===== src/sv/ftf_pkg.sv =====
// ----------------------------------------------------------------------------
// ftf_pkg: shared types and constants of the FUSE transaction filter
// Transaction formats, opcode and result codes, table and queue sizes.
// ----------------------------------------------------------------------------
package ftf_pkg;

  localparam int OUTSTANDING     = 16;
  localparam int IN_HDR_BYTES    = 40;
  localparam int OUT_HDR_BYTES   = 16;
  localparam int ENTRY_OUT_BYTES = 128;
  localparam int ATTR_OUT_BYTES  = 104;
  localparam int QUEUE_DEPTH     = 2;
  localparam int QPTR_W          = $clog2(QUEUE_DEPTH);
  localparam int QCNT_W          = $clog2(QUEUE_DEPTH + 1);

  localparam logic [31:0] OP_LOOKUP  = 32'd1;
  localparam logic [31:0] OP_FORGET  = 32'd2;
  localparam logic [31:0] OP_GETATTR = 32'd3;
  localparam logic [31:0] OP_OPEN    = 32'd14;
  localparam logic [31:0] OP_READ    = 32'd15;
  localparam logic [31:0] OP_WRITE   = 32'd16;
  localparam logic [31:0] OP_RELEASE = 32'd18;
  localparam logic [31:0] OP_FSYNC   = 32'd20;
  localparam logic [31:0] OP_INIT    = 32'd26;

  localparam logic [4:0] OPC_LOOKUP  = OP_LOOKUP[4:0];
  localparam logic [4:0] OPC_GETATTR = OP_GETATTR[4:0];

  localparam int                 ENOSYS         = 38;
  localparam logic signed [6:0]  REPLY_ERR_NOSYS = -7'(ENOSYS);
  localparam logic [4:0]         REPLY_LEN_NOSYS = 5'(OUT_HDR_BYTES);

  localparam logic [31:0] MODE_TYPE_MASK = 32'o170000;
  localparam logic [31:0] MODE_REGULAR   = 32'o100000;
  localparam logic [31:0] MODE_DIRECTORY = 32'o040000;

  localparam logic CMD_REQUEST  = 1'b0;
  localparam logic CMD_RESPONSE = 1'b1;

  localparam logic [1:0] ACT_TO_SOCKET = 2'd0;
  localparam logic [1:0] ACT_NOSYS     = 2'd1;
  localparam logic [1:0] ACT_TO_DEVICE = 2'd2;
  localparam logic [1:0] ACT_REJECT    = 2'd3;

  localparam logic [2:0] FLT_NONE       = 3'd0;
  localparam logic [2:0] FLT_BAD_HDR    = 3'd1;
  localparam logic [2:0] FLT_CONFLICT   = 3'd2;
  localparam logic [2:0] FLT_UNKNOWN_ID = 3'd3;
  localparam logic [2:0] FLT_SHORT      = 3'd4;
  localparam logic [2:0] FLT_BAD_MODE   = 3'd5;
  localparam logic [2:0] FLT_FULL       = 3'd6;
  localparam logic [2:0] FLT_STOPPED    = 3'd7;

  typedef enum logic [2:0] {
    KIND_BAD_HDR,
    KIND_FORGET,
    KIND_NOSYS,
    KIND_RECORD,
    KIND_RESPONSE
  } kind_e;

  typedef struct packed {
    logic               command;
    logic [18:0]        actual_len;
    logic [31:0]        declared_len;
    logic [31:0]        opcode;
    logic [63:0]        unique_req;
    logic signed [31:0] error_code;
    logic [31:0]        file_mode;
  } in_t;

  typedef struct packed {
    logic [1:0]        action;
    logic [2:0]        fault;
    logic [4:0]        reply_len;
    logic signed [6:0] reply_error;
    logic [63:0]       reply_unique;
  } out_t;

  typedef struct packed {
    kind_e       kind;
    logic [63:0] uid;
    logic [4:0]  opc;
    logic        err_zero;
    logic        entry_len_ok;
    logic        attr_len_ok;
    logic        mode_ok;
  } cls_t;

endpackage


===== src/sv/ftf_front.sv =====
// ----------------------------------------------------------------------------
// ftf_front: transaction classifier
// Checks header lengths and opcode class and condenses each transaction.
// ----------------------------------------------------------------------------
module ftf_front import ftf_pkg::*; (
  input  in_t  in_data_i,
  output cls_t cls_o
);

  logic [18:0] alen;
  logic [31:0] mode_type;
  logic        hdr_ok;
  logic        recorded;

  assign alen      = in_data_i.actual_len;
  assign mode_type = in_data_i.file_mode & MODE_TYPE_MASK;

  always_comb begin
    unique case (in_data_i.opcode) inside
      OP_LOOKUP, OP_GETATTR, OP_OPEN, OP_READ, OP_WRITE,
      OP_RELEASE, OP_FSYNC, OP_INIT: recorded = 1'b1;
      default: recorded = 1'b0;
    endcase
  end

  always_comb begin
    if (in_data_i.command == CMD_REQUEST) begin
      hdr_ok = (alen >= 19'(IN_HDR_BYTES));
    end else begin
      hdr_ok = (alen >= 19'(OUT_HDR_BYTES));
    end
    hdr_ok = hdr_ok && (in_data_i.declared_len == {13'd0, alen});
  end

  always_comb begin
    cls_o.uid          = in_data_i.unique_req;
    cls_o.opc          = in_data_i.opcode[4:0];
    cls_o.err_zero     = (in_data_i.error_code == 32'sd0);
    cls_o.entry_len_ok = (alen >= 19'(OUT_HDR_BYTES + ENTRY_OUT_BYTES));
    cls_o.attr_len_ok  = (alen >= 19'(OUT_HDR_BYTES + ATTR_OUT_BYTES));
    cls_o.mode_ok      = (mode_type == MODE_REGULAR) || (mode_type == MODE_DIRECTORY);
    if (!hdr_ok) begin
      cls_o.kind = KIND_BAD_HDR;
    end else if (in_data_i.command == CMD_RESPONSE) begin
      cls_o.kind = KIND_RESPONSE;
    end else if (in_data_i.opcode == OP_FORGET) begin
      cls_o.kind = KIND_FORGET;
    end else if (recorded) begin
      cls_o.kind = KIND_RECORD;
    end else begin
      cls_o.kind = KIND_NOSYS;
    end
  end

endmodule


===== src/sv/ftf_queue.sv =====
// ----------------------------------------------------------------------------
// ftf_queue: classified transaction queue
// Short FIFO that decouples the classifier from the table stage.
// ----------------------------------------------------------------------------
module ftf_queue import ftf_pkg::*; (
  input  logic clk_i,
  input  logic rst_ni,
  input  logic push_i,
  input  cls_t push_data_i,
  output logic full_o,
  input  logic pop_i,
  output logic valid_o,
  output cls_t head_o
);

  cls_t              mem_q [QUEUE_DEPTH];
  logic [QPTR_W-1:0] wr_ptr_q, wr_ptr_d;
  logic [QPTR_W-1:0] rd_ptr_q, rd_ptr_d;
  logic [QCNT_W-1:0] cnt_q, cnt_d;
  logic              do_push, do_pop;

  assign full_o  = (cnt_q == QCNT_W'(QUEUE_DEPTH));
  assign valid_o = (cnt_q != '0);
  assign head_o  = mem_q[rd_ptr_q];
  assign do_push = push_i && !full_o;
  assign do_pop  = pop_i && valid_o;

  always_comb begin
    wr_ptr_d = wr_ptr_q;
    rd_ptr_d = rd_ptr_q;
    cnt_d    = cnt_q;
    if (do_push) begin
      wr_ptr_d = (wr_ptr_q == QPTR_W'(QUEUE_DEPTH - 1)) ? '0 : wr_ptr_q + 1'b1;
    end
    if (do_pop) begin
      rd_ptr_d = (rd_ptr_q == QPTR_W'(QUEUE_DEPTH - 1)) ? '0 : rd_ptr_q + 1'b1;
    end
    if (do_push && !do_pop) begin
      cnt_d = cnt_q + 1'b1;
    end else if (do_pop && !do_push) begin
      cnt_d = cnt_q - 1'b1;
    end
  end

  always_ff @(posedge clk_i or negedge rst_ni) begin
    if (!rst_ni) begin
      wr_ptr_q <= '0;
      rd_ptr_q <= '0;
      cnt_q    <= '0;
    end else begin
      wr_ptr_q <= wr_ptr_d;
      rd_ptr_q <= rd_ptr_d;
      cnt_q    <= cnt_d;
    end
  end

  always_ff @(posedge clk_i) begin
    if (do_push) begin
      mem_q[wr_ptr_q] <= push_data_i;
    end
  end

endmodule


===== src/sv/ftf_back.sv =====
// ----------------------------------------------------------------------------
// ftf_back: outstanding table and result stage
// Matches, records and retires transaction ids and registers the result.
// ----------------------------------------------------------------------------
module ftf_back import ftf_pkg::*; (
  input  logic clk_i,
  input  logic rst_ni,
  input  logic q_valid_i,
  input  cls_t q_head_i,
  output logic q_pop_o,
  output logic out_valid_o,
  input  logic out_stall_i,
  output out_t out_data_o
);

  logic [OUTSTANDING-1:0] slot_valid_q, slot_valid_d;
  logic [63:0]            slot_id_q  [OUTSTANDING];
  logic [4:0]             slot_opc_q [OUTSTANDING];
  logic                   halted_q, halted_d;
  logic                   out_valid_q, out_valid_d;
  out_t                   out_q, res;

  logic [OUTSTANDING-1:0] match_oh, free_oh, rec_oh;
  logic                   pop, hit, has_free, do_record;
  logic [4:0]             hit_opc;
  logic [1:0]             act;
  logic [2:0]             flt;

  assign pop     = q_valid_i && (!out_valid_q || !out_stall_i);
  assign q_pop_o = pop;

  always_comb begin
    hit_opc = '0;
    free_oh = '0;
    for (int i = 0; i < OUTSTANDING; i++) begin
      match_oh[i] = slot_valid_q[i] && (slot_id_q[i] == q_head_i.uid);
      hit_opc     = hit_opc | (match_oh[i] ? slot_opc_q[i] : 5'd0);
    end
    for (int i = OUTSTANDING - 1; i >= 0; i--) begin
      if (!slot_valid_q[i]) begin
        free_oh    = '0;
        free_oh[i] = 1'b1;
      end
    end
  end

  assign hit      = |match_oh;
  assign has_free = |free_oh;

  always_comb begin
    act       = ACT_REJECT;
    flt       = FLT_STOPPED;
    do_record = 1'b0;
    slot_valid_d = slot_valid_q;
    if (!halted_q) begin
      unique case (q_head_i.kind)
        KIND_BAD_HDR: begin
          flt = FLT_BAD_HDR;
        end
        KIND_FORGET: begin
          act = ACT_TO_SOCKET;
          flt = FLT_NONE;
        end
        KIND_NOSYS: begin
          act = ACT_NOSYS;
          flt = FLT_NONE;
        end
        KIND_RECORD: begin
          if (hit) begin
            flt = FLT_CONFLICT;
          end else if (has_free) begin
            act       = ACT_TO_SOCKET;
            flt       = FLT_NONE;
            do_record = 1'b1;
          end else begin
            flt = FLT_FULL;
          end
        end
        KIND_RESPONSE: begin
          if (!hit) begin
            flt = FLT_UNKNOWN_ID;
          end else begin
            slot_valid_d = slot_valid_q & ~match_oh;
            act = ACT_TO_DEVICE;
            flt = FLT_NONE;
            if (q_head_i.err_zero &&
                ((hit_opc == OPC_LOOKUP) || (hit_opc == OPC_GETATTR))) begin
              if ((hit_opc == OPC_LOOKUP) ? !q_head_i.entry_len_ok
                                          : !q_head_i.attr_len_ok) begin
                act = ACT_REJECT;
                flt = FLT_SHORT;
              end else if (!q_head_i.mode_ok) begin
                act = ACT_REJECT;
                flt = FLT_BAD_MODE;
              end
            end
          end
        end
        default: begin
          flt = FLT_STOPPED;
        end
      endcase
    end
    rec_oh = do_record ? free_oh : '0;
    slot_valid_d = slot_valid_d | rec_oh;
  end

  always_comb begin
    res.action       = act;
    res.fault        = flt;
    res.reply_len    = (act == ACT_NOSYS) ? REPLY_LEN_NOSYS : 5'd0;
    res.reply_error  = (act == ACT_NOSYS) ? REPLY_ERR_NOSYS : 7'sd0;
    res.reply_unique = (act == ACT_NOSYS) ? q_head_i.uid : 64'd0;
  end

  always_comb begin
    halted_d    = halted_q;
    out_valid_d = out_valid_q && out_stall_i;
    if (pop) begin
      out_valid_d = 1'b1;
      if (act == ACT_REJECT) begin
        halted_d = 1'b1;
      end
    end
  end

  always_ff @(posedge clk_i or negedge rst_ni) begin
    if (!rst_ni) begin
      slot_valid_q <= '0;
      halted_q     <= 1'b0;
      out_valid_q  <= 1'b0;
    end else begin
      halted_q    <= halted_d;
      out_valid_q <= out_valid_d;
      if (pop) begin
        slot_valid_q <= slot_valid_d;
      end
    end
  end

  always_ff @(posedge clk_i) begin
    if (pop) begin
      out_q <= res;
    end
    for (int i = 0; i < OUTSTANDING; i++) begin
      if (pop && rec_oh[i]) begin
        slot_id_q[i]  <= q_head_i.uid;
        slot_opc_q[i] <= q_head_i.opc;
      end
    end
  end

  assign out_valid_o = out_valid_q;
  assign out_data_o  = out_q;

  a_halt_sticky: assert property (@(posedge clk_i) disable iff (!rst_ni)
    halted_q |=> halted_q)
    else $error("stopped state cleared");

  a_stopped_result: assert property (@(posedge clk_i) disable iff (!rst_ni)
    (pop && halted_q) |=> (out_valid_q && out_q.fault == FLT_STOPPED))
    else $error("transaction after stop not reported as stopped");

  a_table_idle: assert property (@(posedge clk_i) disable iff (!rst_ni)
    !pop |=> $stable(slot_valid_q))
    else $error("table changed without a transaction");

  a_single_match: assert property (@(posedge clk_i) disable iff (!rst_ni)
    q_valid_i |-> $onehot0(match_oh))
    else $error("duplicate outstanding id");

endmodule


===== src/sv/fuse_transaction_filter_top.sv =====
// ----------------------------------------------------------------------------
// fuse_transaction_filter_top: FUSE transaction filter
// Vets FUSE request and response headers against a table of open ids.
// ----------------------------------------------------------------------------
// Usage:
//   Input channel (in_valid_i / in_stall_o / in_data_i) carries one header
//   summary per transaction: a request from the device or a response from
//   the socket. Output channel (out_valid_o / out_stall_i / out_data_o)
//   returns exactly one verdict per transaction, in order.
//   A classifier checks lengths and opcode class and pushes into a two-entry
//   queue; the table stage matches the id against 16 outstanding slots in
//   parallel and registers the verdict.
//   The verdict is valid once it has passed the queue and the result register.
//   Throughput: one transaction per cycle while the output is not stalled.
//   Reset empties the queue, frees every slot and clears the stopped state.
//   Any fault latches the stopped state; every later transaction is then
//   rejected as stopped until reset.
//   A stalled output holds its verdict; the queue keeps accepting until it
//   holds two transactions, then in_stall_o rises.
// ----------------------------------------------------------------------------
module fuse_transaction_filter_top import ftf_pkg::*; (
  input  logic clk_i,
  input  logic rst_ni,
  input  logic in_valid_i,
  output logic in_stall_o,
  input  in_t  in_data_i,
  output logic out_valid_o,
  input  logic out_stall_i,
  output out_t out_data_o
);

  cls_t cls;
  cls_t q_head;
  logic q_full, q_valid, q_pop;

  assign in_stall_o = q_full;

  ftf_front u_front (
    .in_data_i (in_data_i),
    .cls_o     (cls)
  );

  ftf_queue u_queue (
    .clk_i       (clk_i),
    .rst_ni      (rst_ni),
    .push_i      (in_valid_i),
    .push_data_i (cls),
    .full_o      (q_full),
    .pop_i       (q_pop),
    .valid_o     (q_valid),
    .head_o      (q_head)
  );

  ftf_back u_back (
    .clk_i       (clk_i),
    .rst_ni      (rst_ni),
    .q_valid_i   (q_valid),
    .q_head_i    (q_head),
    .q_pop_o     (q_pop),
    .out_valid_o (out_valid_o),
    .out_stall_i (out_stall_i),
    .out_data_o  (out_data_o)
  );

endmodule


===== config.mk =====
export PLATFORM = sky130hd
export DESIGN_NAME = fuse_transaction_filter_top
export DESIGN_NICKNAME = d
export VERILOG_FILES = /design/src/sv/ftf_pkg.sv /design/src/sv/ftf_front.sv /design/src/sv/ftf_queue.sv /design/src/sv/ftf_back.sv /design/src/sv/fuse_transaction_filter_top.sv
export SDC_FILE = /design/constraint.sdc
export NUM_CORES = 2
export LEC_CHECK = 0
export BUFFER_PORTS_ARGS = -buffer_cell sky130_fd_sc_hd__buf_4
export CAP_MARGIN = 15
export CORE_ASPECT_RATIO = 2
export CORE_MARGIN = 5
export CORE_UTILIZATION = 50
export DETAILED_ROUTE_END_ITERATION = 10
export GPL_TIMING_DRIVEN = 0
export PLACE_DENSITY = 0.67
export SYNTH_ARGS = -nofsm -noshare
export SYNTH_HDL_FRONTEND = slang
export SYNTH_SLANG_ARGS = --single-unit

===== constraint.sdc =====
create_clock -name clk_i -period 11.68 [get_ports clk_i]
set_input_delay 0 -clock clk_i [delete_from_list [all_inputs] [get_ports clk_i]]
set_output_delay 0 -clock clk_i [all_outputs]
set_load 0.02 [all_outputs]

==> results.toml <==
[critical_path]
worstSetupPathType = "reg2reg"
cp.required_ns = 12.17
critPathCaptureType = "flop"
cp_max_fo = 10
crit_path_start_kind = "flop"
crit_arrival_ns = 8.35

[die]
dieArea_mm2 = 0.119
die_w_um = 247
fp.dieH_um = 483
coreArea_mm2 = 0.111
start_util_pct = 50.4
num_rows = 173
io_pins = 299

[cts]
cts_made_buffers = 113
worstSkewPairLatency_ns = 0.75
clk_path_buf_depth = 3
cts_max_level = 3
cts.sinks = 1348
cts_resized = 0
tritoncts = "done"
ctsRootBufferMaster = "clkbuf_16"
clk_pin_slew_ns = 0.07

[placed_design]
dp.cells = 5336
port_buffers = 263
place_congestion = 0.953
post-place-ws_ns = 3.89
place_hpwl_mm = 137

[pwr]
max-vdd-ir-drop_mv = 0.135
cellPowerDensity_mw_per_mm2 = 243
leakagePower_nw = 21.8

[final_layout]
fin_cells = 5715
final_cell_mix = "edfxtp_1 (1,326), xnor2_1 (998), buf_4 (397)"
area_growth_pct = 20.2
layout_commonest_cell = "edfxtp_1"
drive_above_1_share_pct = 18.9
regArea_mm2 = 0.0404
nets = 4334
multi_input_area_mm2 = 0.0145
n_fill_cell = 8496

[detailed_routing]
route.detailed.drc = 0
vias = 34000
drt-total-wl_mm = 200
drtAntennaViolNets = 0
drt-wirelength-per-cell_um = 35.1
drtIter0Drc = 4059
routed_via_density = 5.96
drt_first_pass_iters = 6

[logic_synthesis]
ys_async_sr_fraction_pct = 1.63
synth_compound_area_share_pct = 0.875
synth_edf_count = 1326
yosys.area_share.simple_pct = 6.67
yosysWarnings = 0
synth-adder-area-share_pct = 0.0223
synthDistinctLibCells = 52
yosysTopAreaCellShare_pct = 71.0
synthMuxAreaShare_pct = 1.46
synth_top_family_by_area = "XOR/XNOR gates"
synth_xor_area_share_pct = 16.4
yosysTopAreaCell = "edfxtp_1"
synthesis.area_mm2 = 0.0560
synth-seq-cells = 1348
ys_seq_area_share_pct = 72.0
netlist_instances = 3442
synth_area_leaders = "edfxtp_1 (71%), xnor2_1 (16%), nor4_1 (2.9%)"
syn_avg_cell_area_um2 = 16.3
yosys_most_used_dff = "edfxtp_1"

[global_routing]
antenna_found_initial = 15
grt_pass1_wl_mm = 268
grt_start_max_net_pins = 66
grt_util_all_layers_pct = 33.1
grt-ovfl-total = 0
grt_pass1_vias = 33700

[timing]
worst_pin_slew_ns = 1.39
hold_viol = 0
fin_crit_sh_pct = 67.3
rsz0062_at_grt = "false"
fin_skew_ns = 0.0403
setup_ws_ns = 3.82
finalCriticalPeriod_ns = 7.86
max_freq_ghz = 0.127
setup_viol = 0
relSlewSlack_pct = 6.86
whs_ns = 0.0348
slew_violations = 0

[worst_hold_path]
holdCritPathClass = "in2reg"

[status]
status = "finished, final reports clean"

[flow_run]
cap_violations = 0
-- synthesized netlist by cell type, types with 14 or more instances --
cell      number
edfxtp_1    1326
xnor2_1      998
nor4_1       261
nor2_1       120
buf_4         93
inv_1         85
nand4_1       80
mux2i_1       67
xor2_1        51
nand3_1       50
nor3_1        48
nand2_1       46
buf_2         38
dfrtp_1       22
buf_6         14
-- registers in the layout (all words and copies together) (netlist names) --
signal and flops:
u_back.slot_id_q 1024, u_back.slot_valid_q 16, u_back.slot_opc_q 80, u_back.out_valid_o 1
u_queue.cnt_q 2, u_back.halted_q 1, u_queue.wr_ptr_q 1, u_queue.mem_q 152
u_queue.rd_ptr_q 1, u_back.out_data_o 70
-- metal layers --
metal | routed length [um] | track usage (%) | vias up
met3 | 16700 | 4.72 | 668
met5 | 0 | 0 | -
met1 | 61900 | 36.2 | 17100
li1 | - | - | 14000
met4 | 25400 | 31.3 | 0
met2 | 96500 | 54.4 | 2239
-- critical path, cell delays in order (launching register included) --
cell	delay, ns
dfrtp_1	0.43
buf_6	0.19
buf_6	0.23
mux2i_1	0.20
buf_2	0.37
buf_4	0.52
xnor2_1	0.12
nor4_1	0.81
nand4_1	0.48
nor3_2	1.15
nand2_1	0.26
nand4_1	0.20
nor4_2	0.09
nand4_1	0.17
clkbuf_1	0.61
nor4_2	0.26
buf_4	0.25
buf_4	0.17
buf_4	0.18
buf_4	0.18
buf_4	0.18
buf_4	0.19
buf_4	0.17
buf_4	0.18
-- where the power goes --
part / internal [W] / total, W / switching (W)
clock: 0.00230 / 0.00408 / 0.00177
combinational: 0.00180 / 0.00605 / 0.00426
sequential: 0.00615 / 0.00623 / 0.0000782
total: 0.0102 / 0.0164 / 0.00611
-- logic make-up (layout without fill, tap and decap cells) --
family / Yosys count / count (layout)
xor gates and xnor gates: 1049 / 1049
muxes: 77 / 77
DFF: 1348 / 1348
other: 1 / 19
adders and majority gates: 1 / 1
and+or+nand+nor: 658 / 658
buffers and inverters: 243 / 1011
AOI/OAI and AO/OA: 65 / 65
-- what timing repair did --
item	4_1_cts	5_1_grt
hold buffers	150	0
endpoints found under the setup margin	0	0
setup buffers	0	0
hold endpoints to repair	209	0
-- final cells by class --
class                           count  share of cell area, %
Sequential cell                  1348                   59.9
Tap cell                         1487                   2.76
Antenna cell                       12                 0.0446
Clock buffer                      136                   4.42
Timing Repair Buffer              554                   7.78
Buffer                            158                   1.64
Multi-Input combinational cell   1857                   21.5
Inverter                           85                  0.478
Clock inverter                     78                   1.41
-- path summary, 6_finish.rpt --
| check | startpoint | to | slack [ns] | depth (start not counted) |
|---|---|---|---|---|
| worst max-delay path | u_queue.rd_ptr_q$_DFFE_PN0P_ | u_back.slot_id_q[1][155]$_DFFE_PP_ | 3.82 | 23 |
| min in group asynchronous | rst_ni | u_back.halted_q$_DFFE_PN0P_ | 0.30 | 4 |
| worst max register to register | u_queue.rd_ptr_q$_DFFE_PN0P_ | u_back.slot_id_q[1][155]$_DFFE_PP_ | 3.82 | 23 |
| worst min-delay path | in_data_i[123] | u_queue.mem_q[0][68]$_DFFE_PP_ | 0.03 | 2 |
| worst min register to register | u_back.out_valid_o$_DFF_PN0_ | u_back.out_valid_o$_DFF_PN0_ | 0.50 | 2 |
| max in group asynchronous | rst_ni | u_back.slot_valid_q[10]$_DFFE_PN0P_ | 11.22 | 4 |
-- per-stage QoR --
stage / setup TNS (ns) / utilization [%] / instance area, um2 / total power (W)
global route: 0 / 60.5 / 67300 / 0.0166
CTS: 0 / 60.4 / 67200 / 0.0162
detailed placement: 0 / 55.5 / 61800 / 0.0122
global placement: -1861.96 / 53.8 / 59900 / 0.0120
floorplan: 0 / - / 56100 / 0.00935
finish: 0 / 60.5 / 67300 / 0.0164
(Power assumes the default switching activity.)
